==> src/rtl/sgs_pkg.sv <==
// ----------------------------------------------------------------------------
// sgs_pkg
// Shared types, constants and window tables of the Savitzky-Golay smoother.
// ----------------------------------------------------------------------------
package sgs_pkg;

  localparam int SAMPLE_WIDTH        = 24;
  localparam int COEF_FRAC_BITS_DEF  = 15;
  localparam int MAX_TAPS            = 11;
  localparam int NUM_MODES           = 4;
  localparam int QUEUE_DEPTH         = 2;
  localparam int CNT_W               = $clog2(MAX_TAPS + 1);
  localparam int HIST_IDX_W          = $clog2(MAX_TAPS);
  localparam int SPAN_W              = 3;

  typedef enum logic [1:0] {
    MODE_L2R2 = 2'd0,
    MODE_L1R3 = 2'd1,
    MODE_L5R5 = 2'd2,
    MODE_L4R4 = 2'd3
  } mode_t;

  typedef logic signed [SAMPLE_WIDTH-1:0] sample_t;

  typedef struct packed {
    sample_t sample_in;
    logic    frame_end;
  } sgs_in_t;

  typedef struct packed {
    sample_t sample_out;
    logic    last_out;
  } sgs_out_t;

  typedef struct packed {
    sample_t [MAX_TAPS-1:0] hist;
    mode_t                  mode;
    logic                   emit_main;
    logic                   smooth;
    logic [SPAN_W-1:0]      drain;
    logic                   last;
  } sgs_job_t;

  typedef struct packed {
    logic     push;
    sgs_job_t job;
  } sgs_push_t;

  typedef struct packed {
    sample_t [MAX_TAPS-1:0] hist;
    mode_t                  mode;
    logic                   smooth;
    sample_t                raw;
    logic                   last;
  } sgs_op_t;

  // Weights in thousandths, indexed by history position (newest first).
  localparam int TAP_MILLI [NUM_MODES][MAX_TAPS] = '{
    '{ -86,  343,  486, 343, -86,   0,   0,    0,   0,  0,   0},
    '{-143,  171,  343, 372, 257,   0,   0,    0,   0,  0,   0},
    '{ -84,   21,  103, 161, 196, 206, 196,  161, 103, 21, -84},
    '{  35, -128,   70, 315, 416, 315,  70, -128,  35,  0,   0}
  };

  function automatic longint coef_fixed(input int milli, input int frac);
    longint a;
    longint q;
    a = (milli < 0) ? -longint'(milli) : longint'(milli);
    q = ((a <<< frac) + 64'sd500) / 64'sd1000;
    return (milli < 0) ? -q : q;
  endfunction

  function automatic logic [SPAN_W-1:0] span_left(input mode_t m);
    logic [SPAN_W-1:0] s;
    unique case (m)
      MODE_L2R2: s = SPAN_W'(2);
      MODE_L1R3: s = SPAN_W'(1);
      MODE_L5R5: s = SPAN_W'(5);
      MODE_L4R4: s = SPAN_W'(4);
      default:   s = SPAN_W'(5);
    endcase
    return s;
  endfunction

  function automatic logic [SPAN_W-1:0] span_right(input mode_t m);
    logic [SPAN_W-1:0] s;
    unique case (m)
      MODE_L2R2: s = SPAN_W'(2);
      MODE_L1R3: s = SPAN_W'(3);
      MODE_L5R5: s = SPAN_W'(5);
      MODE_L4R4: s = SPAN_W'(4);
      default:   s = SPAN_W'(5);
    endcase
    return s;
  endfunction

endpackage

==> src/rtl/sgs_queue.sv <==
// ----------------------------------------------------------------------------
// sgs_queue
// Short job queue between classification and the output sequencer.
// ----------------------------------------------------------------------------
module sgs_queue (
  input  logic               clk,
  input  logic               rst,
  input  sgs_pkg::sgs_push_t push_req,
  output logic               full,
  input  logic               pop,
  output logic               empty,
  output sgs_pkg::sgs_job_t  head
);
  import sgs_pkg::*;

  localparam int PTR_W = (QUEUE_DEPTH > 1) ? $clog2(QUEUE_DEPTH) : 1;
  localparam int OCC_W = $clog2(QUEUE_DEPTH + 1);

  sgs_job_t         entries [QUEUE_DEPTH];
  logic [PTR_W-1:0] wr_ptr;
  logic [PTR_W-1:0] rd_ptr;
  logic [OCC_W-1:0] occ;

  assign full  = occ == OCC_W'(QUEUE_DEPTH);
  assign empty = occ == '0;
  assign head  = entries[rd_ptr];

  function automatic logic [PTR_W-1:0] wrap_inc(input logic [PTR_W-1:0] p);
    return (p == PTR_W'(QUEUE_DEPTH - 1)) ? '0 : p + PTR_W'(1);
  endfunction

  always_ff @(posedge clk) begin
    if (rst) begin
      wr_ptr <= '0;
      rd_ptr <= '0;
      occ    <= '0;
    end else begin
      if (push_req.push) begin
        wr_ptr <= wrap_inc(wr_ptr);
      end
      if (pop) begin
        rd_ptr <= wrap_inc(rd_ptr);
      end
      if (push_req.push && !pop) begin
        occ <= occ + OCC_W'(1);
      end else if (pop && !push_req.push) begin
        occ <= occ - OCC_W'(1);
      end
    end
  end

  always_ff @(posedge clk) begin
    if (push_req.push) begin
      entries[wr_ptr] <= push_req.job;
    end
  end

  a_no_overflow: assert property (@(posedge clk) disable iff (rst)
    push_req.push |-> !full)
    else $error("push into full queue");

  a_no_underflow: assert property (@(posedge clk) disable iff (rst)
    pop |-> !empty)
    else $error("pop from empty queue");

  a_occ_range: assert property (@(posedge clk) disable iff (rst)
    occ <= OCC_W'(QUEUE_DEPTH))
    else $error("queue occupancy out of range");

endmodule

==> config.mk <==
export PLATFORM = sky130hd
export DESIGN_NAME = sgs_queue
export DESIGN_NICKNAME = d
export VERILOG_FILES = /design/src/rtl/sgs_pkg.sv /design/src/rtl/sgs_queue.sv
export SDC_FILE = /design/constraint.sdc
export NUM_CORES = 1
export LEC_CHECK = 0
export BUFFER_PORTS_ARGS = -buffer_cell sky130_fd_sc_hd__buf_2
export CORE_ASPECT_RATIO = 1.75
export CORE_MARGIN = 2
export CORE_UTILIZATION = 33
export DETAILED_ROUTE_END_ITERATION = 7
export PLACE_DENSITY_LB_ADDON = 0.05
export SLEW_MARGIN = 10
export SYNTH_ARGS = -nofsm -noshare
export SYNTH_HDL_FRONTEND = slang
export SYNTH_SLANG_ARGS = --single-unit
==> constraint.sdc <==
create_clock -name clk -period 13.5 [get_ports clk]
set_clock_uncertainty 0.05 [all_clocks]
set_input_delay 0.675 -clock clk [delete_from_list [all_inputs] [get_ports clk]]
set_output_delay 0.675 -clock clk [all_outputs]
set_load 0.02 [all_outputs]
* After elaboration in Yosys (flattened, before gate mapping)
Memories as Yosys holds them, arrays and structs flattened. A register that Yosys moved wholly into a read port is not among the register bits.
Index checks and enable logic that the tools add are counted.
** Cells by class
- Add/sub/neg operators :: 4
- Eq/ne operators :: 1
- Multiplexer cells :: 8
- Reductions and logical operators :: 6
** Operators by type and width (count)
- $mux 1 :: 6
- $mux 2 :: 2
- $add 1x1->1 const B :: 2
- $add 2x1->2 const B :: 1
- $eq 2x2->1 const B :: 1
- $logic_and 1x1->1 :: 2
- $logic_not 1->1 :: 2
- $logic_not 2->1 :: 1
- $reduce_bool 2->1 :: 1
- $sub 2x1->2 const B :: 1
** Word-level totals
- Flip-flop bits (word level) :: 4
- RAM bits :: 544
- Bits of input ports :: 276
- Output and inout port bits :: 274
- Logic and storage cells :: 23
- Memories :: 1
** Memories
- entries :: words 2, bits a word 272, rd ports 1, clocked after Yosys merged registers in 1, wr ports 1, RTL line sgs_queue.sv:19 : sgs_job_t entries [QUEUE_DEPTH];

* Longest topological paths before layout
- Word-level depth :: 4
- Mapped depth :: 5
- Gate-level depth less buffers :: 5

* Least setup slack after synthesis
OpenSTA, ideal clock, no wires.
- Path type :: input port to flip-flop
- From :: in push_req[272] (netlist bit)
- To :: mem entries[0][0] (netlist bit), enable pin
- Data arrival time :: 12374 ps
- Setup slack :: 133 ps
- Cell stages on the path :: 1
- Cells stage by stage :: nor2b_1
** Between the ends
- Longest elaborated chain between the ends :: 2
** RTL lines
- from (decl) :: RTL line sgs_queue.sv:8 : input sgs_pkg::sgs_push_t push_req,
- $mux 1 :: RTL line sgs_queue.sv:53 : if (push_req.push) begin
- $mux 1 (implied by the code) :: RTL line sgs_queue.sv:54 : entries[wr_ptr] <= push_req.job;
- to (decl) :: RTL line sgs_queue.sv:19
Every way passes these cells.

==> metrics.md <==
| Metric | Value |
|---|---|
| CTS Buf Count | 53 |
| R2R Setup Slk | 11050 ps |
| Initial antenna violation count | 36 |
| Status | finished, final reports clean |
| Clock slew at reported path FFs | 60 ps |
| Power per cell area | 153 nW/um^2 |
| # clock sinks | 549 |
| Cts hold-fix bufs | 0 |
| Met1 usage | 0.153 |
| Hold path endpoint | entries[0][80] |
| Vias in the first global route | 11000 |
| Setup violators final | 0 |
| # IOs | 550 |
| Met2 Usage GRT | 0.263 |
| CTS H-tree depth | 2 |
| Worst hold path stage count | 1 |
| Sequential-to-total area share from yosys stat | 0.816 |
| R2R Path Start | wr_ptr |
| Sequential cell area | 16400 sq um |
| Mapped Area | 20100 sq um |
| Initial Util | 0.334 |
| Crit-path slowest cell | dfxtp_4 |
| Final core utilization | 0.420 |
| Register bit total from synthesis | 549 |
| Largest net degree at the start of global routing | 165 |
| Hold crit path type | input port to flop |
| Worst setup path category | flop to output port |
| Worst path cell trace | buf_12 -> mux2_2 -> buf_2 |
| Worst hold start | push_req[80] |
| Maxcap violations | 0 |
| Critical Path End Type | output port |
| Die width | 191 um |
| Mapped Nets | 1145 |
| DR pass1 iterations | 4 |
| Top-area cell type share of the netlist area | 0.811 |
| Fill count | 5571 |
| CTS Buffer Depth | 3 |
| Layout net count | 1726 |
| Worst-Margin Slew | 1230 ps |
| Reg2reg path depth | 3 |
| Area contributors post-synth | edfxtp_1 (81%), mux2_2 (11%), mux2_4 (6.0%) |
| CP Launch Type | flop |
| Crit path arrival time | 3190 ps |
| Yosys Warn Count | 0 |
| Multi-input gate area | 3470 sq um |
| Vias/cell | 4.48 |
| Post-CTS Setup Bufs | 0 |
| Clock Latency Late Sink | 590 ps |
| RSZ-0062 raised after global routing | no |
| Slew Limit Fails | 0 |
| Synth area leader | edfxtp_1 |
| Worst Path Max Fanout | 160 |
| Final GP Congestion | 0.739 |
| TritonCTS clock tree | built |
| Period utilisation layout | 0.290 |
| Port Buffers | 549 |
| Netlist cell types | 17 |
| Max-slew headroom | 0.179 |
| Final wirelength | 50400 um |
| Ratio of cells with drive above 1 in the final layout | 0.598 |
| GR Overflow Total | 0 |
| Setup TNS | 0 ps |
| Minimum clock period | 3920 ps |
| Vias | 10300 |
| Avg WL per Cell | 22.0 um |
| GRT Total Usage | 0.154 |
| Height of the die | 331 um |
| Max Fclk | 255 MHz |
| Die area | 63100 sq um |
| Reg-to-reg critical path endpoint | entries[0][0] |
| Area growth syn-to-layout | 25.7% |
| CTS resizes | 0 |
| 1st-iter DRT viols | 467 |
| Final Hold Viols | 0 |
| Max VDD drop | 0.116 mV |
| Layer with the highest usage | met2 |
| Met3 GRT Util | 0.0867 |
| Cell count after synthesis | 868 |
| Final HPWL DP | 34200 um |
| Core area | 60300 sq um |
| Mean post-synth cell area | 23.2 sq um |
| Critical Path RT | 12770 ps |
| Leak | 9.47 nW |
| Largest incremental delay on the critical path | 920 ps |
| Root cell of the clock tree | clkbuf_16 |
| Post-DRT Antenna Nets | 0 |
| Cell Rows | 119 |
| # DRC | 0 |
| First-pass GRT wire length | 70700 um |
-- sequential cells by signal, summed over array words and instances (netlist names), named ones only --
name,cells
entries,544
occ,2
rd_ptr,1
wr_ptr,1
-- where the power goes --
group | internal, mW | total (mW) | switching, mW
clock | 0.739 | 1.35 | 0.610
combinational | 0.200 | 0.501 | 0.301
sequential | 1.99 | 2.02 | 0.0308
total | 2.93 | 3.87 | 0.942
-- worst max-delay path, delay by kind of cell, from the launching register on --
family / cells / cell delay, ps
flops: 1 / 920
buf+inv: 2 / 790
mux: 1 / 480
-- layout by cell type (no fill, tap or decap), types with 2 or more instances in the layout --
| master | instances |
|---|---|
| buf_12 | 3 |
| buf_2 | 549 |
| buf_4 | 4 |
| clkbuf_1 | 26 |
| clkbuf_16 | 54 |
| clkinv_1 | 11 |
| clkinv_2 | 4 |
| dfxtp_1 | 4 |
| diode_2 | 14 |
| edfxtp_1 | 544 |
| mux2_2 | 192 |
| mux2_4 | 80 |
| nor2_1 | 5 |
| xnor2_1 | 2 |
| xor2_1 | 2 |
-- layer usage --
layer / vias up / wire length [um]
li1: 4649 / -
met1: 5007 / 17000
met2: 452 / 25300
met3: 114 / 6280
met4: 36 / 1590
met5: - / 225
-- worst max-delay path by stage --
stage                  start       endpoint  slack, ps  cells past startpoint
3_5_place_dp            flop      head[270]      10170                      3
2_1_floorplan  push_req[272]  entries[0][0]        130                      1
6_report                flop       head[69]       9580                      3
3_3_place_gp            flop      head[270]      10170                      3
5_1_grt                 flop       head[69]       9400                      3
4_1_cts                 flop      head[270]       9510                      3
-- synthesized netlist by cell type (all sizes together) --
cell      n
ha        1
dfxtp     5
xnor2     2
o21ai     1
nor2b     2
inv       1
edfxtp  544
nor2      5
or3       1
and2      1
mux2    272
xor2      2
a21oi     1
buf      30
-- kinds of logic after synthesis --
logic type / synth area share
DFF: 0.816
muxes: 0.167
buffers and inverters: 0.0118
and+or+nand+nor: 0.00217
xor gates and xnor gates: 0.00174
AOI/OAI and AO/OA: 0.000497
adders and majority gates: 0.000621
-- through the flow --
stage | setup WS (ps) | power (mW) | hold WS [ps] | instance area, sq um | std cells
after floorplan | 133 | 2.40 | 411 | 20100 | 868
after global placement | 10170 | 2.57 | 434 | 23700 | 2180
after detailed placement | 10170 | 2.58 | 449 | 23700 | 2180
after CTS | 9510 | 3.95 | 151 | 25300 | 2278
after global routing | 9400 | 4.04 | 160 | 25300 | 2290
final | 9580 | 3.87 | 213 | 25300 | 2292
-- layout make-up --
class | instances | share of cell area
Clock inverter | 18 | 0.00371
Multi-Input combinational cell | 288 | 0.137
Clock buffer | 80 | 0.0572
Timing Repair Buffer | 556 | 0.112
Inverter | 1 | 0.000148
Antenna cell | 14 | 0.00138
Sequential cell | 549 | 0.649
Tap cell | 786 | 0.0388
Power figures use the tool's default switching activity.
