`src/rtl/sgs_pkg.sv`:
```
// ----------------------------------------------------------------------------
// sgs_pkg
// Shared types, constants and window tables of the Savitzky-Golay smoother.
// ----------------------------------------------------------------------------
package sgs_pkg;

  localparam int SAMPLE_WIDTH        = 24;
  localparam int COEF_FRAC_BITS_DEF  = 15;
  localparam int MAX_TAPS            = 11;
  localparam int NUM_MODES           = 4;
  localparam int QUEUE_DEPTH         = 2;
  localparam int CNT_W               = $clog2(MAX_TAPS + 1);
  localparam int HIST_IDX_W          = $clog2(MAX_TAPS);
  localparam int SPAN_W              = 3;

  typedef enum logic [1:0] {
    MODE_L2R2 = 2'd0,
    MODE_L1R3 = 2'd1,
    MODE_L5R5 = 2'd2,
    MODE_L4R4 = 2'd3
  } mode_t;

  typedef logic signed [SAMPLE_WIDTH-1:0] sample_t;

  typedef struct packed {
    sample_t sample_in;
    logic    frame_end;
  } sgs_in_t;

  typedef struct packed {
    sample_t sample_out;
    logic    last_out;
  } sgs_out_t;

  typedef struct packed {
    sample_t [MAX_TAPS-1:0] hist;
    mode_t                  mode;
    logic                   emit_main;
    logic                   smooth;
    logic [SPAN_W-1:0]      drain;
    logic                   last;
  } sgs_job_t;

  typedef struct packed {
    logic     push;
    sgs_job_t job;
  } sgs_push_t;

  typedef struct packed {
    sample_t [MAX_TAPS-1:0] hist;
    mode_t                  mode;
    logic                   smooth;
    sample_t                raw;
    logic                   last;
  } sgs_op_t;

  // Weights in thousandths, indexed by history position (newest first).
  localparam int TAP_MILLI [NUM_MODES][MAX_TAPS] = '{
    '{ -86,  343,  486, 343, -86,   0,   0,    0,   0,  0,   0},
    '{-143,  171,  343, 372, 257,   0,   0,    0,   0,  0,   0},
    '{ -84,   21,  103, 161, 196, 206, 196,  161, 103, 21, -84},
    '{  35, -128,   70, 315, 416, 315,  70, -128,  35,  0,   0}
  };

  function automatic longint coef_fixed(input int milli, input int frac);
    longint a;
    longint q;
    a = (milli < 0) ? -longint'(milli) : longint'(milli);
    q = ((a <<< frac) + 64'sd500) / 64'sd1000;
    return (milli < 0) ? -q : q;
  endfunction

  function automatic logic [SPAN_W-1:0] span_left(input mode_t m);
    logic [SPAN_W-1:0] s;
    unique case (m)
      MODE_L2R2: s = SPAN_W'(2);
      MODE_L1R3: s = SPAN_W'(1);
      MODE_L5R5: s = SPAN_W'(5);
      MODE_L4R4: s = SPAN_W'(4);
      default:   s = SPAN_W'(5);
    endcase
    return s;
  endfunction

  function automatic logic [SPAN_W-1:0] span_right(input mode_t m);
    logic [SPAN_W-1:0] s;
    unique case (m)
      MODE_L2R2: s = SPAN_W'(2);
      MODE_L1R3: s = SPAN_W'(3);
      MODE_L5R5: s = SPAN_W'(5);
      MODE_L4R4: s = SPAN_W'(4);
      default:   s = SPAN_W'(5);
    endcase
    return s;
  endfunction

endpackage

```
`src/rtl/sgs_front.sv`:
```
// ----------------------------------------------------------------------------
// sgs_front
// Sample history, frame count and mode register; classifies each word.
// ----------------------------------------------------------------------------
module sgs_front (
  input  logic              clk,
  input  logic              rst,
  input  logic              sample_valid,
  output logic              sample_ready,
  input  sgs_pkg::sgs_in_t  sample_word,
  input  logic              cfg_we,
  input  logic [1:0]        cfg_wdata,
  input  logic              queue_full,
  output sgs_pkg::sgs_push_t push_req
);
  import sgs_pkg::*;

  mode_t                  mode;
  sample_t [MAX_TAPS-1:0] hist;
  logic [CNT_W-1:0]       count;

  sample_t [MAX_TAPS-1:0] hist_next;
  logic [CNT_W-1:0]       cnt_inc;
  logic [SPAN_W-1:0]      nl;
  logic [SPAN_W-1:0]      nr;
  logic                   accept;
  logic                   emit_main;

  assign sample_ready = !queue_full;
  assign accept       = sample_valid && sample_ready;
  assign hist_next    = {hist[MAX_TAPS-2:0], sample_word.sample_in};
  assign cnt_inc      = (count == CNT_W'(MAX_TAPS)) ? count : count + CNT_W'(1);
  assign nl           = span_left(mode);
  assign nr           = span_right(mode);
  assign emit_main    = cnt_inc > CNT_W'(nr);

  always_comb begin
    push_req.push          = accept && (emit_main || sample_word.frame_end);
    push_req.job.hist      = hist_next;
    push_req.job.mode      = mode;
    push_req.job.emit_main = emit_main;
    push_req.job.smooth    = cnt_inc > (CNT_W'(nl) + CNT_W'(nr));
    push_req.job.last      = sample_word.frame_end;
    if (!sample_word.frame_end) begin
      push_req.job.drain = '0;
    end else if (cnt_inc < CNT_W'(nr)) begin
      push_req.job.drain = cnt_inc[SPAN_W-1:0];
    end else begin
      push_req.job.drain = nr;
    end
  end

  always_ff @(posedge clk) begin
    if (rst) begin
      mode  <= MODE_L5R5;
      count <= '0;
    end else begin
      if (cfg_we) begin
        mode <= mode_t'(cfg_wdata);
      end
      if (accept) begin
        count <= sample_word.frame_end ? '0 : cnt_inc;
      end
    end
  end

  always_ff @(posedge clk) begin
    if (rst) begin
      hist <= '0;
    end else if (accept) begin
      hist <= hist_next;
    end
  end

  a_count_range: assert property (@(posedge clk) disable iff (rst)
    count <= CNT_W'(MAX_TAPS))
    else $error("frame count beyond window depth");

  a_end_drains: assert property (@(posedge clk) disable iff (rst)
    push_req.push && push_req.job.last |-> push_req.job.drain != '0)
    else $error("frame end with nothing to drain");

  a_end_clears: assert property (@(posedge clk) disable iff (rst)
    accept && sample_word.frame_end |=> count == '0)
    else $error("count not cleared after frame end");

endmodule

```
`config.mk`:
```
export PLATFORM = sky130hd
export DESIGN_NAME = sgs_front
export DESIGN_NICKNAME = d
export VERILOG_FILES = /design/src/rtl/sgs_pkg.sv /design/src/rtl/sgs_front.sv
export SDC_FILE = /design/constraint.sdc
export NUM_CORES = 1
export LEC_CHECK = 0
export ABC_CLOCK_PERIOD_IN_PS = 3700
export BUFFER_PORTS_ARGS = -buffer_cell sky130_fd_sc_hd__buf_4
export CAP_MARGIN = 15
export CORE_MARGIN = 2
export CORE_UTILIZATION = 52
export CTS_BUF_LIST = sky130_fd_sc_hd__clkbuf_8
export DETAILED_ROUTE_END_ITERATION = 10
export MAX_ROUTING_LAYER = met4
export PLACE_DENSITY = 0.82
export SLEW_MARGIN = 20
export SYNTH_ARGS = -nofsm -noshare
export SYNTH_HDL_FRONTEND = slang
export SYNTH_SLANG_ARGS = --single-unit
```
`constraint.sdc`:
```
create_clock -name clk -period 3.7 [get_ports clk]
set_clock_uncertainty 0.15 [all_clocks]
set_input_delay 0.555 -clock clk [delete_from_list [all_inputs] [get_ports clk]]
set_output_delay 0.555 -clock clk [all_outputs]
set_load 0.01 [all_outputs]
```
Yosys cells after proc, flatten, opt, wreduce, memory -nomap -nowiden:

Cells that the tools add are included.

* flip-flop bits (word level): 246
* bits in latches: 0
* memory bits (writable): 0
* memory bits (read-only): 0
* input port bits: 32
* output and inout bits: 274
* word-level logic and storage cells: 32
* memories: 0

* $add $sub $neg: 2
* multiply operators: 0
* div/mod/pow operators: 0
* $lt $le $gt $ge: 3
* eq/ne operators: 4
* shift operators: 0
* multiplexer cells: 6
* bitwise gates (word level): 0
* reduce and logical (&&, ||, !) cells: 5

Operator list (number)
* case mux 3 bit (4 select lines): 2
* two-way mux 4 bit: 2
* two-way mux 3 bit: 2
* adder 3 x 3 -> 4 bit: 1
* adder 4 x 1 -> 4 bit (second input constant): 1
* == test 2 bit (second input constant): 2
* == test 4 bit (second input constant): 1
* > comparator 4 x 3 -> 1 bit: 1
* > comparator 4 bit: 1
* < comparator 4 x 3 -> 1 bit: 1
* == test 2 x 1 -> 1 bit (second input constant): 1
* logical AND 1 bit: 2
* logical NOT 2 bit: 1
* logical NOT 1 bit: 1
* logical OR 1 bit: 1

Logic depth before layout (Yosys ltp):

Gate-level depths: netlist of the first run.

* depth in word-level cells: 5
* mapped depth: 10
* depth with buffers taken out: 9

Worst setup path before layout of the first run:

No wires, ideal clock.

* path type: reg-to-output
* from: reg count[0]
* to: out push_req[1] in the netlist's numbering
* data arrival time: 2.271 ns
* path slack: 0.724 ns
* stages on the path, launching flop included: 9
* cell sequence: dfxtp_1 > ha_1 > nand3b_1 > mux2_2 > ha_1 > nor2b_1 > o21a_1 > nor3_1 > mux2i_1

RTL lines
* start: declaration: RTL line sgs_front.sv:20 `logic [CNT_W-1:0] count;`
* start signal: assignment: RTL line sgs_front.sv:62 `count <= sample_word.frame_end ? '0 : cnt_inc;`
* end: declaration: RTL line sgs_front.sv:14 `output sgs_pkg::sgs_push_t push_req`

==> results of run 1 <==
worst min path at each step:
stage                  start             to  slack [ns]
2_1_floorplan  push_req[248]  push_req[248]        0.33
3_3_place_gp   push_req[259]  push_req[259]        0.29
3_5_place_dp   push_req[267]  push_req[267]        0.30
4_1_cts               cfg_we        mode[1]        0.08
5_1_grt               cfg_we        mode[1]        0.10
6_report        cfg_wdata[1]        mode[1]        0.12
cells in the mapped netlist, drive strengths merged:
| library cell | count |
|---|---|
| o311a | 1 |
| inv | 8 |
| o21a | 1 |
| mux2i | 3 |
| buf | 62 |
| nand2b | 2 |
| nor3 | 2 |
| a41oi | 1 |
| nand2 | 484 |
| clkbuf | 45 |
| nand3 | 2 |
| nor2 | 9 |
| dfxtp | 246 |
| or4 | 1 |
| or3b | 1 |
| a21oi | 243 |
| mux2 | 1 |
| o21ai | 3 |
| o211ai | 1 |
| a21o | 1 |
| a22oi | 4 |
| xnor2 | 1 |
| nor2b | 2 |
| nand3b | 1 |
| ha | 12 |
| xor2 | 1 |
stage by stage:
stage               power [mW]  cells  setup slack, ns
floorplan                2.945   1138           0.7237
global placement         3.058   1567           0.6161
detailed placement       3.061   1567           0.4576
CTS                      5.319   1638          0.01806
global route             5.451   1638          0.01151
finish                   5.269   1638           0.1249
power by group through the flow:
stage | Combinational, mW | Sequential, mW | Clock, mW
after global placement | 0.314 | 2.74 | 0
after floorplan | 0.195 | 2.75 | 0
after CTS | 0.319 | 2.69 | 2.31
final | 0.321 | 2.69 | 2.26
after detailed placement | 0.317 | 2.74 | 0
after global routing | 0.350 | 2.69 | 2.41
cell usage in the layout, fill, tap and decap left out, types with 2 or more instances in the layout:
cell type	synthesis	layout
nand3_1	2	2
a22oi_1	4	4
inv_1	8	22
buf_4	26	311
mux2i_1	3	3
nor2_1	9	9
ha_1	12	11
buf_12	0	5
nand2_1	484	484
clkbuf_8	0	51
clkinvlp_4	0	2
a21oi_1	243	243
o21ai_0	2	2
clkinv_2	0	3
dfxtp_1	246	244
dfxtp_2	0	2
kinds of logic after synthesis:
family / Yosys count / synth area share, %
AO/OA/AOI/OAI: 255 / 14.62
XOR/XNOR: 2 / 0.2802
buffers and inverters: 115 / 6.344
adder cells (fa/ha/maj): 12 / 1.681
flip-flops: 246 / 55.13
AND/OR/NAND/NOR: 504 / 21.48
multiplexers: 4 / 0.4622
state kept, by name (all words and copies together), names as in the netlist:
| signal | cells |
|---|---|
| count | 4 |
| mode | 2 |
| push_req | 240 |
repair_timing:
action	in CTS	in global routing
gates cloned	0	0
setup buffers	1	0
resized for setup	1	5
setup endpoints to repair	3	4
area by class of cell:
| type | count | area (sq um) |
|---|---|---|
| Timing Repair Buffer | 317 | 2446 |
| Multi-Input combinational cell | 777 | 3478 |
| Fill cell | 1367 | 4760 |
| Clock inverter | 19 | 82.58 |
| Inverter | 8 | 30.03 |
| Tap cell | 220 | 275.3 |
| Sequential cell | 246 | 4927 |
| Clock buffer | 51 | 701.9 |
worst reg2reg max path, delay by kind of cell (launching register included):
family	cells	cell delay, ns
flops	1	0.38
mux	1	0.35
simple gates	2	0.18
fa+ha+maj	1	0.16
compound gates	1	0.16
routing by layer:
layer,vias to the layer above,part of all wire (%)
li1,4144,-
met1,3832,40
met2,329,48
met3,65,7.9
met4,0,3.9
met5,-,0
==> impl_metrics.yaml, run 1 <==
outcome:
  run_status: "finished clean"
worst_hold_path:
  holdPathStages: 3
  hp-class: "input port to register"
place:
  dpl.hpwl_um: 17090
  gp_congestion: 0.9195
  port_buffers: 305
  dpl_cell_area_sq_um: 11130
critical_path:
  path_buf_inv: 1
  crit_cells: 9
  critPathKind: "register to output port"
  end_kind: "output port"
  slowest_delay_ns: 0.41
  crit_family: "simple AND/OR/NAND/NOR gates"
  cp_cell_sequence: "ha_4 > nand3b_1 > mux2_4 > ha_1 > nor2b_1 > o21a_1 > or4_1 > o311a_1 > buf_4"
  start_kind: "register"
  critical-path-slowest-cell: "or4_1"
  r2r-end: "count[1]"
  required_ns: 2.99
  reg2reg_slack_ns: 2.17
  reg2reg_depth: 5
  worstPathMaxFanout: 4
  crit_end: "push_req[3]"
  arrival_ns: 2.87
  cp-startpoint: "count[0]"
  r2r_start: "count[0]"
sta:
  setup_viol: 0
  tightest_slew_ns: 0.8849
  fmax_ghz: 0.2797
  hold_viol_final: 0
  fin_crit_ns: 3.575
  hold_slack_ns: 0.1155
  period_share_pct: 96.62
  slew_headroom_pct: 41.01
  maxSlewViolCount: 0
  setup_tns_ns: 0
  rsz0062_at_grt: "false"
clock_network:
  htree_levels: 2
  cts_root_buf: "clkbuf_8"
  cts_tree: "yes"
  postCtsHoldBufs: 0
  worstSkewPairLatency_ns: 0.52
  clk_pin_slew_ns: 0.06
  numCtsBuffers: 40
  clock-sinks: 246
  cts_max_path_buffers: 3
yosys:
  netlist_area_sq_um: 8934
  synth_cells: 1138
  avgSynthCellArea_sq_um: 7.850
  synth_cell_type_count: 29
  synth_area_leaders: "dfxtp_1 (55%), nand2_1 (20%), a21oi_1 (14%)"
  syn_nets: 1182
  yosysSeqAreaShare_pct: 55.13
  synth-seq-cells: 246
  post-synth-top-area-fraction_pct: 55.13
  yosys_warnings: 0
  synth_top_area_cell: "dfxtp_1"
job:
  maxCapViolCount: 0
detailed_routing:
  wl_um: 25300
  via_per_inst: 5.110
  wl_per_cell_um: 15.45
  ant_nets: 0
  drt_pass1_iterations: 5
  drc_errors: 0
  num_vias: 8370
  drt_iter0_drc: 454
layout:
  drive_above_1_share_pct: 26.94
  diodes: 0
  final_core_util_pct: 71.50
  nets: 1434
  area_growth_pct: 33.67
  final_area_sq_um: 11940
power_and_ir_drop:
  pwr-share-comb_pct: 6.1
  power_density_nw_per_um2: 441.2
  netSwitchingFraction_pct: 23.72
  seqPwrFrac_pct: 51.0
  switching_power_mw: 1.250
  p_int_mw: 4.019
  p_leak_nw: 4.897
  pwr-share-clk_pct: 42.9
  vdd_drop_max_uv: 338.2
global_route:
  grt_pass1_wl_um: 39270
  first_global_vias: 7725
  grt_use_met3_pct: 6.944
  met1_usage_pct: 33.17
  gr-max-usage-layer: "met2"
  overflow: 0
  use_met2_pct: 44.25
  grt_usage_pct: 27.63
  grt_max_degree: 117
  antenna_found_initial: 0
floorplanning:
  die_h_um: 135.1
  rows: 47
  die_w_um: 135.1
  core_region_area_sq_um: 16700
  dieArea_sq_um: 18240
  io_pins: 306
  start_util_pct: 53.49
Power figures use the tool's default switching activity.
==> run 2, diff against run 1 <==
- CORE_UTILIZATION: 52 -> 50
- CTS_BUF_LIST: sky130_fd_sc_hd__clkbuf_8 -> default
- PLACE_DENSITY: 0.82 -> 0.8
==> run 2 against run 1 <==
Net effect:
- first-iteration DRC count down 19%
- power up 3.4%
- hold slack better by 0.015 ns
- clock power up 8%
- combinational power down 2%
- non-clock buffer count down 4
- sequential power about the same
- largest cell class unchanged
- via count down 1.8%
- critical endpoint unchanged
- core utilization down 2.7 points
- die area up 3.9%
- setup slack worse by 0.027 ns
==> impl_metrics.yaml, run 2 (synthesis gave the netlist of run 1 again) <==
outcome:
  run_status: "finished clean"
place:
  port_buffers: 305
  dpl_worst_slack_ns: 0.5166
  dpl_cell_area_sq_um: 11110
  dpl.hpwl_um: 17000
  gp_congestion: 0.8739
worst_hold_path:
  hp-class: "input port to register"
  min_to: "mode[1]"
  hp-start: "cfg_wdata[1]"
  holdPathStages: 3
floorplanning:
  die_w_um: 137.7
  io_pins: 306
  rows: 48
  start_util_pct: 51.47
  die_h_um: 137.7
  core_region_area_sq_um: 17360
  dieArea_sq_um: 18950
layout:
  nets: 1416
  final_core_util_pct: 68.82
  nFillCells: 1446
  final_cell_mix: "nand2_1 (484), buf_4 (306), dfxtp_1 (246), a21oi_1 (243), clkbuf_16 (27)"
  largest_reg_flops: 240
  diodes: 0
  drive_above_1_share_pct: 25.92
  area_growth_pct: 33.71
  layout_commonest_cell: "nand2_1"
  final_area_sq_um: 11950
detailed_routing:
  drt_iter0_drc: 366
  drt_pass1_iterations: 5
  ant_nets: 0
  wl_per_cell_um: 15.50
  wl_um: 25020
  drc_errors: 0
  via_per_inst: 5.094
  num_vias: 8221
power_and_ir_drop:
  p_leak_nw: 4.834
  vdd_drop_max_uv: 364.3
  power_density_nw_per_um2: 456.1
global_route:
  antenna_found_initial: 0
  overflow: 0
  grt_usage_pct: 25.70
  grt_pass1_wl_um: 37720
  grt_max_degree: 148
  first_global_vias: 7255
critical_path:
  start_kind: "register"
  required_ns: 2.99
  critPathKind: "register to output port"
  r2r_start: "count[0]"
  reg2reg_depth: 6
  arrival_ns: 2.90
  r2r-end: "count[0]"
  end_kind: "output port"
  reg2reg_slack_ns: 2.07
  worstPathMaxFanout: 4
sta:
  fin_crit_ns: 3.602
  fmax_ghz: 0.2776
  setup_tns_ns: 0
  setup_viol: 0
  tightest_slew_ns: 0.8883
  maxSlewViolCount: 0
  hold_viol_final: 0
  setup_slack_ns: 0.09780
  slew_headroom_pct: 40.78
  period_share_pct: 97.36
clock_network:
  cts_max_path_buffers: 3
  numCtsBuffers: 26
  clock-sinks: 246
  cts_root_buf: "clkbuf_16"
  clk_pin_slew_ns: 0.06
  worstSkewPairLatency_ns: 0.52
  htree_levels: 1
  cts_tree: "yes"
job:
  maxCapViolCount: 0
run 2: cell type report:
| cell class | count | area, sq um | share of cell area [%] |
|---|---|---|---|
| flip-flops and latches | 246 | 4925 | 41.23 |
| multi-input cells | 777 | 3465 | 29.00 |
| repair buffers | 313 | 2429 | 20.33 |
| clock buffers | 38 | 777.0 | 6.505 |
| well taps | 225 | 281.5 | 2.357 |
| clock inverters | 7 | 38.79 | 0.3247 |
| inverters | 8 | 30.03 | 0.2514 |
run 2: worst max-delay path, cell delays in order (launching register included):
cell and delay [ns]:
dfxtp_1 0.39, ha_2 0.23, nand3b_1 0.10, mux2_2 0.33, ha_1 0.31, nor2b_1 0.13, o21a_1 0.18, or4_1 0.41
o311a_1 0.14, buf_4 0.14
run 2: per-stage QoR:
step | hold WS (ns) | total power, mW | instances
after floorplan | 0.3305 | 2.945 | 1138
after global placement | 0.2917 | 3.058 | 1568
after detailed placement | 0.2966 | 3.059 | 1568
after CTS | 0.1141 | 5.489 | 1613
after global routing | 0.1313 | 5.634 | 1614
final | 0.1301 | 5.448 | 1614
run 2: layer usage:
layer | wire (um) | GRT usage (%) | share of wire, %
met2 | 12080 | 41.79 | 48
met4 | 646 | 8.305 | 2.6
met1 | 10190 | 31.43 | 41
met3 | 2095 | 6.328 | 8.4
met5 | 0 | - | 0
run 2: how the worst max path moves through the flow:
stage	startpoint	to	slack, ns
2_1_floorplan	count[0]	push_req[1]	0.72
3_3_place_gp	count[0]	push_req[2]	0.59
3_5_place_dp	count[0]	push_req[2]	0.52
4_1_cts	count[0]	push_req[3]	0.02
5_1_grt	count[0]	push_req[3]	-0.005
6_report	count[0]	push_req[3]	0.1
run 2: repair_timing:
action	4_1_cts	5_1_grt
setup buffers	0	1
pin swaps	0	0
resized for setup	1	1
endpoints found under the setup margin	2	3
hold buffers	0	0
run 2: report_power, final:
group          switching (mW)  internal (mW)
clock                    1.00           1.45
combinational           0.202          0.113
sequential             0.0173           2.67
==> run 3, diff against run 2 <==
- ABC_CLOCK_PERIOD_IN_PS: 3700 -> 3600
- clock period: 3.7 -> 3.6 ns (I/O delays scaled with it)
==> run 3 against run 2 <==
Net effect:
- count of clock-buffer cells in the layout grew 4
- die area is the same
- flip-flop and latch count stayed put
- power up 6.8%
- critical path depth did not move
- first-iteration DRC count increased by 52%
- sequential share of layout area decreased by 0.48 points
==> impl_metrics.yaml, run 3 (synthesis gave the netlist of run 1 again) <==
detailed_routing:
  wl_per_cell_um: 15.63
  via_per_inst: 5.086
  drt_iter0_drc: 558
  ant_nets: 0
  drc_errors: 0
  drt_pass1_iterations: 5
  wl_um: 25380
  num_vias: 8260
sta:
  fmax_ghz: 0.2844
  maxSlewViolCount: 0
  hold_viol_final: 0
  tightest_slew_ns: 0.6682
  setup_viol: 0
  period_share_pct: 97.67
  fin_crit_ns: 3.516
  setup_tns_ns: 0
  slew_headroom_pct: 55.45
floorplanning:
  die_w_um: 137.7
  io_pins: 306
  die_h_um: 137.7
  dieArea_sq_um: 18950
  start_util_pct: 51.47
  rows: 48
  core_region_area_sq_um: 17360
clock_network:
  cts_max_path_buffers: 3
  cts_tree: "yes"
  htree_levels: 1
  cts_root_buf: "clkbuf_16"
  postCtsHoldBufs: 0
  clk_pin_slew_ns: 0.06
  clock-sinks: 246
  worstSkewPairLatency_ns: 0.51
  numCtsBuffers: 26
layout:
  diodes: 0
  nFillCells: 1419
  fin_cells: 1624
  final_cell_mix: "nand2_1 (484), buf_4 (315), dfxtp_1 (244), a21oi_1 (243), clkbuf_16 (27)"
  area_growth_pct: 35.49
  largest_reg_flops: 240
  nets: 1423
  drive_above_1_share_pct: 27.02
  layout_commonest_cell: "nand2_1"
  seqCellArea_sq_um: 4932
  final_core_util_pct: 69.74
  multi_input_area_sq_um: 3507
worst_hold_path:
  hp-class: "input port to register"
critical_path:
  start_kind: "register"
  end_kind: "output port"
  critPathKind: "register to output port"
  worstPathMaxFanout: 4
  arrival_ns: 2.83
  required_ns: 2.91
power_and_ir_drop:
  vdd_drop_max_uv: 432.3
  p_leak_nw: 4.901
  power_density_nw_per_um2: 480.9
global_route:
  antenna_found_initial: 0
  grt_pass1_wl_um: 38150
  grt_usage_pct: 26.08
  first_global_vias: 7402
  overflow: 0
  grt_max_degree: 133
place:
  placed_cells: 1570
  port_buffers: 305
  gp_congestion: 0.8729
  dpl.hpwl_um: 17290
outcome:
  run_status: "finished clean"
job:
  maxCapViolCount: 0
-- run 3: changes by cell type in the layout (fill, tap and decap cells not counted), moves of 2 or more --
| cell | previous run | this run |
|---|---|---|
| clkbuf_8 | 6 | 11 |
| dfxtp_4 | 0 | 2 |
| clkinvlp_4 | 0 | 2 |
| ha_4 | 0 | 2 |
| buf_4 | 306 | 315 |
| clkinv_2 | 6 | 2 |
| dfxtp_1 | 246 | 244 |
| ha_1 | 11 | 9 |
| buf_12 | 6 | 3 |
-- run 3: path summary, 6_finish.rpt --
check / from / to / slack, ns / depth (start not counted)
hold / removal: cfg_we / mode[1] / 0.11 / 2
setup / recovery: count[1] / push_req[3] / 0.08 / 9
setup reg to reg: count[1] / count[1] / 1.98 / 6
hold reg to reg: push_req[271] / push_req[271] / 0.30 / 2
-- run 3: per-stage QoR --
step                      hold slack, ns  instance area, sq um  setup slack (ns)  power, mW
after floorplan                   0.3305                  8934            0.6387      3.026
after global placement            0.2923                 11090            0.5040      3.141
after detailed placement          0.2966                 11090            0.4511      3.141
after CTS                         0.1026                 12020           0.02168      5.853
after global routing              0.1114                 12100          -0.02779      6.005
final                             0.1141                 12100           0.08377      5.821
-- run 3: repair_timing --
action / in CTS / in global routing
buffers inserted: 1 / 5
resized for setup: 5 / 10
setup endpoints to repair: 3 / 3
pin swaps: 0 / 5
-- run 3: layout make-up --
type	instances	area share, %
inverter	8	0.2481
sequential	246	40.75
multi-input combinational	777	28.97
clock inverter	6	0.5272
tap	225	2.326
clock buffer	42	6.957
timing repair buffer	320	20.22
-- run 3: worst max-delay path, cell delays in order (launching register included) --
cell and delay (ns):
dfxtp_4 0.36, ha_4 0.16, nand3b_1 0.13, mux2_4 0.34, ha_4 0.22, nor2b_4 0.12, o21a_1 0.19, or4_4 0.52
o311a_1 0.15, buf_6 0.13
-- run 3: layer usage --
metal / GRT usage [%] / share of wire [%] / wire, um
met1: 31.71 / 41 / 10340
met5: - / 0 / 0
met4: 7.503 / 2.8 / 703
met2: 43.15 / 49 / 12310
met3: 6.365 / 8.0 / 2023
-- run 3: report_power, final --
part,leakage [nW],switching [mW],internal (mW)
clock network,0.443,1.06,1.67
registers,1.99,0.0183,2.74
logic,2.47,0.212,0.123
