### src/rtl/sgs_pkg.sv
// ----------------------------------------------------------------------------
// sgs_pkg
// Shared types, constants and window tables of the Savitzky-Golay smoother.
// ----------------------------------------------------------------------------
package sgs_pkg;

  localparam int SAMPLE_WIDTH        = 24;
  localparam int COEF_FRAC_BITS_DEF  = 15;
  localparam int MAX_TAPS            = 11;
  localparam int NUM_MODES           = 4;
  localparam int QUEUE_DEPTH         = 2;
  localparam int CNT_W               = $clog2(MAX_TAPS + 1);
  localparam int HIST_IDX_W          = $clog2(MAX_TAPS);
  localparam int SPAN_W              = 3;

  typedef enum logic [1:0] {
    MODE_L2R2 = 2'd0,
    MODE_L1R3 = 2'd1,
    MODE_L5R5 = 2'd2,
    MODE_L4R4 = 2'd3
  } mode_t;

  typedef logic signed [SAMPLE_WIDTH-1:0] sample_t;

  typedef struct packed {
    sample_t sample_in;
    logic    frame_end;
  } sgs_in_t;

  typedef struct packed {
    sample_t sample_out;
    logic    last_out;
  } sgs_out_t;

  typedef struct packed {
    sample_t [MAX_TAPS-1:0] hist;
    mode_t                  mode;
    logic                   emit_main;
    logic                   smooth;
    logic [SPAN_W-1:0]      drain;
    logic                   last;
  } sgs_job_t;

  typedef struct packed {
    logic     push;
    sgs_job_t job;
  } sgs_push_t;

  typedef struct packed {
    sample_t [MAX_TAPS-1:0] hist;
    mode_t                  mode;
    logic                   smooth;
    sample_t                raw;
    logic                   last;
  } sgs_op_t;

  // Weights in thousandths, indexed by history position (newest first).
  localparam int TAP_MILLI [NUM_MODES][MAX_TAPS] = '{
    '{ -86,  343,  486, 343, -86,   0,   0,    0,   0,  0,   0},
    '{-143,  171,  343, 372, 257,   0,   0,    0,   0,  0,   0},
    '{ -84,   21,  103, 161, 196, 206, 196,  161, 103, 21, -84},
    '{  35, -128,   70, 315, 416, 315,  70, -128,  35,  0,   0}
  };

  function automatic longint coef_fixed(input int milli, input int frac);
    longint a;
    longint q;
    a = (milli < 0) ? -longint'(milli) : longint'(milli);
    q = ((a <<< frac) + 64'sd500) / 64'sd1000;
    return (milli < 0) ? -q : q;
  endfunction

  function automatic logic [SPAN_W-1:0] span_left(input mode_t m);
    logic [SPAN_W-1:0] s;
    unique case (m)
      MODE_L2R2: s = SPAN_W'(2);
      MODE_L1R3: s = SPAN_W'(1);
      MODE_L5R5: s = SPAN_W'(5);
      MODE_L4R4: s = SPAN_W'(4);
      default:   s = SPAN_W'(5);
    endcase
    return s;
  endfunction

  function automatic logic [SPAN_W-1:0] span_right(input mode_t m);
    logic [SPAN_W-1:0] s;
    unique case (m)
      MODE_L2R2: s = SPAN_W'(2);
      MODE_L1R3: s = SPAN_W'(3);
      MODE_L5R5: s = SPAN_W'(5);
      MODE_L4R4: s = SPAN_W'(4);
      default:   s = SPAN_W'(5);
    endcase
    return s;
  endfunction

endpackage

### src/rtl/sgs_seq.sv
// ----------------------------------------------------------------------------
// sgs_seq
// Walks the head job: the lagged word first, then the raw drain words.
// ----------------------------------------------------------------------------
module sgs_seq (
  input  logic              clk,
  input  logic              rst,
  input  logic              empty,
  input  sgs_pkg::sgs_job_t head,
  output logic              pop,
  input  logic              advance,
  output logic              op_valid,
  output sgs_pkg::sgs_op_t  op
);
  import sgs_pkg::*;

  logic              main_done;
  logic [SPAN_W-1:0] drain_sent;

  logic                  issue;
  logic                  is_main;
  logic                  final_op;
  logic [SPAN_W-1:0]     drain_idx;
  logic [HIST_IDX_W-1:0] raw_idx;

  assign issue     = !empty && advance;
  assign is_main   = head.emit_main && !main_done;
  assign drain_idx = head.drain - SPAN_W'(1) - drain_sent;
  assign raw_idx   = is_main ? HIST_IDX_W'(span_right(head.mode)) : HIST_IDX_W'(drain_idx);
  assign final_op  = is_main ? (head.drain == '0) : (drain_sent == head.drain - SPAN_W'(1));
  assign pop       = issue && final_op;
  assign op_valid  = issue;

  always_comb begin
    op.hist   = head.hist;
    op.mode   = head.mode;
    op.smooth = is_main && head.smooth;
    op.raw    = head.hist[raw_idx];
    op.last   = final_op && head.last;
  end

  always_ff @(posedge clk) begin
    if (rst) begin
      main_done  <= 1'b0;
      drain_sent <= '0;
    end else if (issue) begin
      if (final_op) begin
        main_done  <= 1'b0;
        drain_sent <= '0;
      end else if (is_main) begin
        main_done <= 1'b1;
      end else begin
        drain_sent <= drain_sent + SPAN_W'(1);
      end
    end
  end

  a_drain_bound: assert property (@(posedge clk) disable iff (rst)
    !empty && !is_main |-> drain_sent < head.drain)
    else $error("drain index past job length");

  a_idle_clean: assert property (@(posedge clk) disable iff (rst)
    empty |-> !main_done && drain_sent == '0)
    else $error("sequencer progress left with no job");

  a_last_pops: assert property (@(posedge clk) disable iff (rst)
    op_valid && op.last |-> pop)
    else $error("frame end word before job finished");

endmodule

### config.mk
export PLATFORM = sky130hd
export DESIGN_NAME = sgs_seq
export DESIGN_NICKNAME = d
export VERILOG_FILES = /design/src/rtl/sgs_pkg.sv /design/src/rtl/sgs_seq.sv
export SDC_FILE = /design/constraint.sdc
export NUM_CORES = 1
export LEC_CHECK = 0
export ABC_AREA = 0
export BUFFER_PORTS_ARGS = -buffer_cell sky130_fd_sc_hd__buf_2
export CELL_PAD_IN_SITES_DETAIL_PLACEMENT = 0
export CELL_PAD_IN_SITES_GLOBAL_PLACEMENT = 1
export CORE_AREA = 2 2 223 225
export CTS_BUF_LIST = sky130_fd_sc_hd__clkbuf_4 sky130_fd_sc_hd__clkbuf_8 sky130_fd_sc_hd__clkbuf_16
export CTS_CLUSTER_SIZE = 28
export DETAILED_ROUTE_END_ITERATION = 6
export DIE_AREA = 0 0 225 227
export PLACE_DENSITY_LB_ADDON = 0.1
export SETUP_SLACK_MARGIN = 0.15
export SYNTH_ARGS = -nofsm -noshare
export SYNTH_HDL_FRONTEND = slang
export SYNTH_SLANG_ARGS = --single-unit
### constraint.sdc
create_clock -name clk -period 2.5 [get_ports clk]
set_input_delay 0.25 -clock clk [delete_from_list [all_inputs] [get_ports clk]]
set_output_delay 0.25 -clock clk [all_outputs]
set_load 0.03 [all_outputs]
Word-level counts from Yosys, hierarchy flattened
Cells that the tools add are included.
{ "classes": {"mux": 9, "mul": 0, "reduce_logical": 12, "div": 0, "bitwise": 0, "shift": 0, "eq_ne": 5, "addsub": 3, "order_cmp": 1} }
{ "ops": {"columns": ["operator", "n"], "rows": [
  ["24-bit binary-select mux with 4-bit select", 1],
  ["24-bit 2-to-1 mux", 1],
  ["3-bit one-hot mux with 4 select lines", 1],
  ["3-bit 2-to-1 mux", 3],
  ["1-bit logical AND", 5],
  ["3-bit by 5-bit less-than comparator with 1-bit output, second input constant", 1],
  ["2-bit equality test, second input constant", 2],
  ["2-bit AND reduction", 2],
  ["3-bit by 1-bit adder with 3-bit output, second input constant", 1],
  ["3-bit equality test", 1],
  ["3-bit zero test", 1],
  ["1-bit 2-to-1 mux", 3],
  ["3-bit by 1-bit subtractor with 3-bit output, second input constant", 1],
  ["3-bit subtractor", 1],
  ["2-bit by 1-bit equality test with 1-bit output, second input constant", 1],
  ["1-bit zero test", 2],
  ["2-bit zero test", 1],
  ["2-bit by 1-bit inequality test with 1-bit output, second input constant", 1],
  ["2-bit nonzero test", 1]
]} }
{ "totals": {"mem_bits_ro": 0, "mem_count": 0, "output_inout_bits": 294, "ram_bits": 0, "elab_cells": 32, "input_bits": 276, "reg_bits": 4, "latchBits": 0} }

Logic depth before layout (Yosys ltp)
Gate-level depths: netlist of run 1.
{ "logic_depth": {"word_depth": 5, "ltp_mapped": 9, "depth_no_buf": 8} }

Least setup slack after synthesis of run 1
Ideal clock, no wire load.
{ "synth_timing": {"path_type": "input-to-output", "startpoint": "input port head[1] (netlist bit)", "endpoint": "output port op[23] (netlist bit)", "stages": 8, "arrival_ns": 2.533, "path_buffers": 2, "slack_ns": -0.283, "path_cell_list": "inv_1 ha_1 fa_1 mux2_1 buf_4 buf_2 nor2_1 a221oi_1"} }
{ "synth_rtl": {"columns": ["item", "line", "source"], "rows": [
  ["start: declaration", "sgs_seq.sv:9", "input sgs_pkg::sgs_job_t head,"],
  ["end: declaration", "sgs_seq.sv:13", "output sgs_pkg::sgs_op_t op"]
]} }

==> run summary, run 1 <==
register bit total from synthesis: 4
non-filler cells in the finished layout: 1,326
GRT met1 Usage: 7.82%
largest stage delay on the critical path: 440 ps
required arrival time at the worst endpoint: 2250 ps
Final Total Pwr: 2.86 mW
vias after detailed routing: 3,923
global-route wire length before repair: 27,000 um
Final Util: 13.1%
highest ir drop seen on vdd: 0.150 mV
Hold WC Path Type: in -> reg
Die Wd: 225 um
violations in the final reports: setup timing
cell total after placement: 1,303
post-synthesis cell type with the largest combined area: buf_4
clock network latency to the later pin of the worst-skew pair: 220 ps
count of synthesis-stage warnings from yosys: 0
worst setup slack after layout: -213 ps
input/output buffers: 425
Most common cell on crit path: buf_6
post-detailed-route DRC marker count: 0
most instantiated library cell after synthesis: buf_4
final clock period utilization by the worst path: 109%
smallest hold slack: 272 ps
Synth Flop Type: dfxtp_1
core area: 48,500 um2
Static Leak: 3.22 nW
synthesized area divided by synthesized cell count: 8.26 um2
Top-Level Pins: 570
transition time at the pin with the least slew margin: 377 ps
number of diodes: 0
cell-by-cell trace of the critical path: ha_4, fa_2, mux2_4, a211oi_4, buf_6, buf_6, buf_12, buf_16, a22oi_2, o21a_4, buf_6
Max stage delay cell, worst path: fa_2
number of distinct library cells after synthesis: 32
Setup Slack @ Placement: -359 ps
cell types with the largest area share after synthesis: buf_4 48%, mux2i_1 28%, o21a_1 4.3%, a22oi_1 4.1%, ha_1 2.7%
worst slew slack as a fraction of its limit: 74.1%
sort of element at the start of the critical path: flop
max-cap violations: 0
antenna violations before repair: 0
number of nets in the synthesized netlist: 797
Detailed Route WL: 20,800 um
Remaining Overflow, GRT: 0
via count of the first global-routing pass: 4,108
category of the most critical setup path: reg -> out
global router's overall resource usage: 7.16%
final number of hold-violating endpoints: 0
crit-path max FO: 6
count of flip-flops with a built-in enable after synthesis: 0
Die Y: 227 um
busiest grt layer: met2
top cell type's share of synthesized area: 48.2%
most frequent cells after synthesis: 271 x buf_4, 120 x mux2i_1, 24 x o21a_1, 23 x a22oi_1, 10 x buf_2
Post-DP HPWL: 17,000 um
via count normalized by instance count: 2.96
clk sink count: 4
post-route cell area: 6340 um2
Root Buffer Master: clkbuf_16
TritonCTS clock tree: built
Net count, final: 992
post-route minimum period: 2710 ps
RD Place Congestion: 0.698
Seq/Total Area, Yosys: 1.90%
Pre-antenna DRT Iters: 4
Cell Area, Placed: 5550 um2
global-route met2 utilization: 14.7%
unrepaired setup endpoints after global routing: yes
pin count of the biggest net entering global routing: 21
Slew Viols, Final: 0
asr flop ratio synth: 0%
PD cells: 451 nW/um2
Routed WL per cell: 15.7 um
CTS clk-pin slew, worst paths: 30 ps
Max Buffers Root-to-Sink: 2
number of nets with antenna violations after detailed routing: 0
die area: 51,100 um2
Cell Area, Synth: 4220 um2
total clock buffers created by CTS: 3
final sum of negative setup slack: -3800 ps
Core Rows: 81
data arrival time at the worst-slack endpoint: 2460 ps
# setup viols final: 24
initial core utilization: 8.69%
Highest Clock Rate: 369 MHz
layout cell share with drive strength beyond 1: 78.3%
H-tree levels: 1
final clock skew: 2.39 ps
capturing element type of the critical path: output port
drt initial violations: 43
met3 track demand over resource in global routing: 1.24%
result of the run: finished with violations
post-synthesis cell count: 511
Layout Area Growth over Synthesis: 50.2%
==> layer usage <==
layer  part of all wire [%]  vias to the layer above
li1                       -                     1874
met4                   0.38                        0
met3                    5.9                       14
met1                     38                     1784
met5                      0                        -
met2                     56                      251
==> final cells by class <==
type,count,area [um2]
clock buffer,3,75.1
fill,5591,42200
inverter,7,41.3
multi-input combinational,214,2330
sequential,4,82.6
tap,622,778
timing repair buffer,476,3030
==> state kept, by name (all words and copies together) (netlist names) <==
name,flops
drain_sent,3
main_done,1
==> cells in the final DEF, fill, tap and decap left out, types with 2 or more instances in the layout <==
cell,instances
clkbuf_16,5
a211oi_4,2
o21a_1,4
ha_1,7
o21a_4,10
mux2i_4,4
nand2_1,2
buf_16,5
dfxtp_2,2
buf_4,21
a21oi_1,3
mux2i_2,8
ha_4,2
a22oi_2,23
buf_12,16
buf_8,2
nand2b_1,2
inv_1,5
mux2i_1,109
buf_6,29
nor2b_1,3
o21a_2,10
nor2_1,8
dfxtp_1,2
buf_2,401
==> where the power goes <==
part / switching, mW / internal [mW]
combinational: 1.39 / 1.14
sequential: 0.00197 / 0.0665
clock: 0.0475 / 0.205
==> worst max-delay path, delay by kind of cell, from the launching register on <==
kind                     cells  cell delay, ps
multiplexers                 1             320
adder cells (fa/ha/maj)      2             600
AO/OA/AOI/OAI                3             380
flip-flops                   1             330
buffers and inverters        5             590
==> path summary, 6_finish.rpt <==
| kind | startpoint | endpoint | slack, ps | depth (start not counted) |
|---|---|---|---|---|
| max reg2reg | drain_sent[2]$_SDFFE_PP0P_ | drain_sent[2]$_SDFFE_PP0P_ | 810 | 6 |
| min reg2reg | drain_sent[2]$_SDFFE_PP0P_ | drain_sent[2]$_SDFFE_PP0P_ | 470 | 2 |
| max | drain_sent[0]$_SDFFE_PP0P_ | op[11] | -210 | 11 |
| min | rst | drain_sent[0]$_SDFFE_PP0P_ | 270 | 2 |
==> repair_timing <==
item | 4_1_cts | 5_1_grt
gates resized for setup | 94 | 7
setup endpoints to repair | 24 | 24
hold buffers | 0 | 0
gates cloned | 4 | 2
pin swaps | 9 | 2
setup buffers | 14 | 0
==> cells by family after synthesis <==
group                      Yosys count  synth area share, %
buffers and inverters              293                 51.3
muxes                              122                 29.1
AOI/OAI and AO/OA                   60                 11.2
and+or+nand+nor                     20                 2.43
adders and majority gates           10                 3.14
DFF                                  4                 1.90
xor gates and xnor gates             2                0.919
Power figures use the tool's default switching activity.
==> run 2, diff against run 1 <==
RECOVER_POWER = 100   (was not set)
==> run summary, run 2 (synthesized netlist as in run 1, its figures left out) <==
result of the run: finished with violations
violations in the final reports: setup timing
TritonCTS clock tree: built
via count of the first global-routing pass: 4,108 (unchanged)
Largest Register: drain_sent
WP depth: 11 (unchanged)
Setup Slack @ Placement: -359 ps (unchanged)
critical path launch point: drain_sent[0]$_SDFFE_PP0P_
r2r endpoint: drain_sent[2]$_SDFFE_PP0P_
global-route wire length before repair: 27,000 um (unchanged)
Hold Crit Depth: 2 (unchanged)
# hold bufs at CTS: 0 (unchanged)
Worst R2R Path Depth: 6 (unchanged)
Pre-antenna DRT Iters: 4 (unchanged)
post-route minimum period: 2710 ps (-1.56 ps)
core area: 48,500 um2 (unchanged)
cell-by-cell trace of the critical path: ha_4, fa_2, mux2_4, a211oi_4, buf_6, buf_6, buf_12, buf_16, a22oi_2, o21a_4, buf_6
number of nets with antenna violations after detailed routing: 0 (unchanged)
sort of element at the start of the critical path: flop
largest stage delay on the critical path: 440 ps (about the same)
category of cells accounting for the largest share of critical-path delay: adder cells
Die Y: 227 um (unchanged)
data arrival time at the worst-slack endpoint: 2460 ps (about the same)
Max Buffers Root-to-Sink: 2 (unchanged)
Detailed Route WL: 20,900 um (+0.61%)
capturing element type of the critical path: output port
transition time at the pin with the least slew margin: 460 ps (+82.7 ps)
category of the most critical setup path: reg -> out
pin count of the biggest net entering global routing: 21 (unchanged)
flip-flop count of the largest register, all copies and words added: 3 (unchanged)
# setup viols final: 24 (unchanged)
Highest Clock Rate: 369 MHz (about the same)
max-cap violations: 0 (unchanged)
Max stage delay cell, worst path: fa_2
final clock skew: 2.36 ps (-0.0323 ps)
H-tree levels: 1 (unchanged)
via count normalized by instance count: 2.96 (+0.20%)
Most common cell on crit path: buf_6
Remaining Overflow, GRT: 0 (unchanged)
Top-Level Pins: 570 (unchanged)
Routed WL per cell: 15.8 um (+0.61%)
highest ir drop seen on vdd: 0.150 mV (about the same)
Final Total Pwr: 2.82 mW (-1.4%)
count of buffer and inverter cells on the critical path: 5 (unchanged)
die area: 51,100 um2 (unchanged)
Hold WC Path Type: in -> reg
CTS clk-pin slew, worst paths: 30 ps (about the same)
layout cell share with drive strength beyond 1: 50.4% (-28 points)
top library cells by usage in the layout, fill and taps aside: 206 x buf_2, 195 x clkbuf_1, 109 x mux2i_1, 29 x buf_6, 23 x a22oi_2
unrepaired setup endpoints after global routing: yes
Die Wd: 225 um (unchanged)
total clock buffers created by CTS: 3 (unchanged)
post-detailed-route DRC marker count: 0 (unchanged)
Endpoint, Worst Hold: drain_sent[0]$_SDFFE_PP0P_
Static Leak: 2.68 nW (-17%)
minimum setup slack among reg-to-reg paths: 780 ps (-30 ps)
area used by multi-input combinational logic: 2330 um2 (about the same)
most common library cell in the layout ignoring fill and taps: buf_2
drt initial violations: 58 (+35%)
Net count, final: 992 (unchanged)
required arrival time at the worst endpoint: 2250 ps (about the same)
antenna violations before repair: 0 (unchanged)
Sequential cell area: 82.6 um2 (unchanged)
Post-DP HPWL: 17,000 um (unchanged)
registers with the most flip-flops: drain_sent: 3 flops, main_done: 1 flops
worst setup slack after layout: -212 ps (+1.56 ps)
input/output buffers: 425 (unchanged)
Final Util: 12.6% (-0.51 points)
initial core utilization: 8.69% (unchanged)
vias after detailed routing: 3,931 (+0.20%)
R2R Path Start: drain_sent[2]$_SDFFE_PP0P_
Root Buffer Master: clkbuf_16
PD cells: 462 nW/um2 (+2.5%)
worst slew slack as a fraction of its limit: 69.5% (-4.7 points)
HP Start: rst
Layout Area Growth over Synthesis: 44.4%
global router's overall resource usage: 7.16% (unchanged)
final number of hold-violating endpoints: 0 (unchanged)
crit-path max FO: 6 (unchanged)
fill count: 5,668 (+1.4%)
clock network latency to the later pin of the worst-skew pair: 220 ps (about the same)
number of diodes: 0 (unchanged)
final clock period utilization by the worst path: 108% (about the same)
Slew Viols, Final: 0 (unchanged)
clk sink count: 4 (unchanged)
RD Place Congestion: 0.698 (unchanged)
Core Rows: 81 (unchanged)
## run 2: metal layers
| metal | vias up | routed length [um] | track usage (%) |
|---|---|---|---|
| li1 | 1873 | - | - |
| met1 | 1797 | 7880 | 7.82 |
| met2 | 249 | 11700 | 14.7 |
| met3 | 12 | 1270 | 1.24 |
| met4 | 0 | 74 | 0.534 |
| met5 | - | 0 | 0 |
## run 2: how the worst max path moves through the flow
stage / endpoint / slack (ps)
final: op[11] / -210
after global routing: op[11] / -280
after CTS: op[11] / -220
after detailed placement: op[24] / -360
after global placement: op[24] / -330
after floorplan: op[10] / 140
## run 2: cell type report
class	count	area share [%]
Timing Repair Buffer	476	45.7
Multi-Input combinational cell	214	38.3
Tap cell	622	12.8
Sequential cell	4	1.36
Clock buffer	3	1.23
Inverter	7	0.678
## run 2: what timing repair did
action,in CTS,in global routing
endpoints found under the hold margin,0,0
resized for setup,94,7
setup buffers,14,0
setup endpoints to repair,24,24
cloned,4,2
pin swaps,9,2
## run 2: per-stage QoR
step | instance area, um2 | TNS, ps | hold slack, ps | std cells
6_report | 6090 | -3820 | 272 | 1326
4_1_cts | 6260 | -4140 | 276 | 1324
3_3_place_gp | 5550 | -5250 | 497 | 1303
3_5_place_dp | 5550 | -5640 | 500 | 1303
5_1_grt | 6090 | -5660 | 292 | 1326
2_1_floorplan | 4410 | 0 | 319 | 511
## run 2: where the power goes
group	switching, mW	internal (mW)
Combinational	1.40	1.09
Clock	0.0473	0.205
Sequential	0.00199	0.0665
Total	1.45	1.36
==> run 3, diff against run 2 <==
--- a/config.mk
+++ b/config.mk
@@ -17,5 +17,4 @@
 export PLACE_DENSITY_LB_ADDON = 0.1
 export RECOVER_POWER = 100
-export SETUP_SLACK_MARGIN = 0.15
 export SYNTH_ARGS = -nofsm -noshare
 export SYNTH_HDL_FRONTEND = slang
==> constraint.sdc (replaced) <==
create_clock -name clk -period 2.5 [get_ports clk]
set_input_delay 0.25 -clock clk [delete_from_list [all_inputs] [get_ports clk]]
set_output_delay 0.25 -clock clk [all_outputs]
set_load 0.1 [all_outputs]
==> run summary, run 3 (synthesized netlist as in run 1, its figures left out) <==
drt initial violations: 44 (-24%)
Pre-antenna DRT Iters: 4 (unchanged)
core area: 48,500 um2 (unchanged)
clock network latency to the later pin of the worst-skew pair: 220 ps (about the same)
worst setup slack after layout: -133 ps (+78.8 ps)
Layout Area Growth over Synthesis: 45.6%
Remaining Overflow, GRT: 0 (unchanged)
via count of the first global-routing pass: 4,156 (+1.2%)
input/output buffers: 425 (unchanged)
Post-DP HPWL: 18,200 um (+6.7%)
clk sink count: 4 (unchanged)
Max Buffers Root-to-Sink: 2 (unchanged)
Final Total Pwr: 4.36 mW (+55%)
vias after detailed routing: 3,951 (+0.51%)
cell total after placement: 1,317 (+1.1%)
post-detailed-route DRC marker count: 0 (unchanged)
CTS clk-pin slew, worst paths: 30 ps (about the same)
number of nets with antenna violations after detailed routing: 0 (unchanged)
required arrival time at the worst endpoint: 2250 ps (about the same)
Sequential cell area: 85.1 um2 (+3.0%)
data arrival time at the worst-slack endpoint: 2380 ps (-80 ps)
PD cells: 710 nW/um2 (+54%)
post-route minimum period: 2630 ps (-78.8 ps)
smallest hold slack: 253 ps (-18.8 ps)
transition time at the pin with the least slew margin: 1260 ps (+796 ps)
fill count: 5,693 (+0.44%)
top library cells by usage in the layout, fill and taps aside: 201 x buf_2, 196 x clkbuf_1, 109 x mux2i_1, 36 x buf_4, 32 x buf_12
capturing element type of the critical path: output port
flip-flop count of the largest register, all copies and words added: 3 (unchanged)
Worst R2R Path Depth: 5 (-1)
max-cap violations: 0 (unchanged)
Hold Crit Depth: 2 (unchanged)
area used by multi-input combinational logic: 2250 um2 (-3.5%)
worst slew slack as a fraction of its limit: 16.6% (-53 points)
category of the most critical setup path: reg -> out
met3 track demand over resource in global routing: 1.57% (+0.34 points)
result of the run: finished with violations
# hold bufs at CTS: 0 (unchanged)
violations in the final reports: setup timing
crit-path max FO: 6 (unchanged)
TritonCTS clock tree: built
sort of element at the start of the critical path: flop
antenna violations before repair: 0 (unchanged)
die area: 51,100 um2 (unchanged)
Hold WC Path Type: in -> reg
Highest Clock Rate: 380 MHz (+3.0%)
global-route wire length before repair: 28,100 um (+4.1%)
highest ir drop seen on vdd: 0.216 mV (+44%)
final clock skew: 2.28 ps (-0.0779 ps)
final clock period utilization by the worst path: 105% (-3.2 points)
layout cell share with drive strength beyond 1: 51.3% (+0.84 points)
total clock buffers created by CTS: 3 (unchanged)
final number of hold-violating endpoints: 0 (unchanged)
pin count of the biggest net entering global routing: 25 (+19%)
Net count, final: 998 (+0.60%)
registers with the most flip-flops: drain_sent: 3 flops, main_done: 1 flops
Slew Viols, Final: 0 (unchanged)
Core Rows: 81 (unchanged)
most common library cell in the layout ignoring fill and taps: buf_2
# setup viols final: 24 (unchanged)
Root Buffer Master: clkbuf_16
Die Wd: 225 um (unchanged)
post-route cell area: 6140 um2 (+0.82%)
global router's overall resource usage: 7.50% (+0.34 points)
Final Util: 12.7% (+0.10 points)
Top-Level Pins: 570 (unchanged)
global-route met2 utilization: 14.6% (-0.11 points)
number of diodes: 0 (unchanged)
unrepaired setup endpoints after global routing: yes
Largest Register: drain_sent
via count normalized by instance count: 2.97 (about the same)
GRT met1 Usage: 8.67% (+0.85 points)
RD Place Congestion: 0.687 (-1.6%)
busiest grt layer: met2
Static Leak: 2.74 nW (+2.2%)
non-filler cells in the finished layout: 1,332 (+0.45%)
Cell Area, Placed: 5920 um2 (+6.7%)
Die Y: 227 um (unchanged)
Detailed Route WL: 21,700 um (+3.5%)
Routed WL per cell: 16.3 um (+3.0%)
initial core utilization: 8.69% (unchanged)
H-tree levels: 1 (unchanged)
run 3: what timing repair did:
item,CTS,global route
gates resized for setup,33,23
cloned,3,1
pin swaps,2,5
endpoints found under the setup margin,24,24
setup buffers,8,1
run 3: through the flow:
stage	TNS, ps	setup slack [ps]
3_5_place_dp	-5270	-277
3_3_place_gp	-3990	-236
2_1_floorplan	-182	-182
4_1_cts	-4120	-200
6_report	-2640	-133
5_1_grt	-4950	-225
run 3: power breakdown:
group / switching [mW] / internal (mW) / leakage, nW
Sequential: 0.00187 / 0.0660 / 0.0337
Clock: 0.0439 / 0.204 / 0.0370
Combinational: 2.85 / 1.20 / 2.67
run 3: cell type report:
| class | count | area share [%] |
|---|---|---|
| clock buffer | 3 | 1.22 |
| inverter | 7 | 0.672 |
| multi-input combinational | 214 | 36.6 |
| sequential | 4 | 1.38 |
| tap | 622 | 12.7 |
| timing repair buffer | 482 | 47.4 |
run 3: per-layer routing:
layer / wire, um / share of wire [%] / vias to the layer above
met1: 8670 / 40 / 1810
met2: 11600 / 54 / 246
met3: 1240 / 5.7 / 10
met4: 127 / 0.59 / 0
li1: - / - / 1885
met5: 0 / 0 / -
run 3: path summary, 6_finish.rpt:
path                         startpoint  slack [ps]                    endpoint
min reg2reg      main_done$_SDFFE_PP0P_         550      main_done$_SDFFE_PP0P_
max          drain_sent[0]$_SDFFE_PP0P_        -130                       op[6]
max reg2reg  drain_sent[2]$_SDFFE_PP0P_         820  drain_sent[2]$_SDFFE_PP0P_
min                                 rst         250  drain_sent[2]$_SDFFE_PP0P_
run 3: critical path: stages (launching register included):
cell and delay [ps]:
dfxtp_4 350, ha_4 160, fa_2 410, mux2_4 310
a211oi_4 210, buf_6 190, buf_12 140, a22oi_2 90
o21a_2 140, buf_12 160
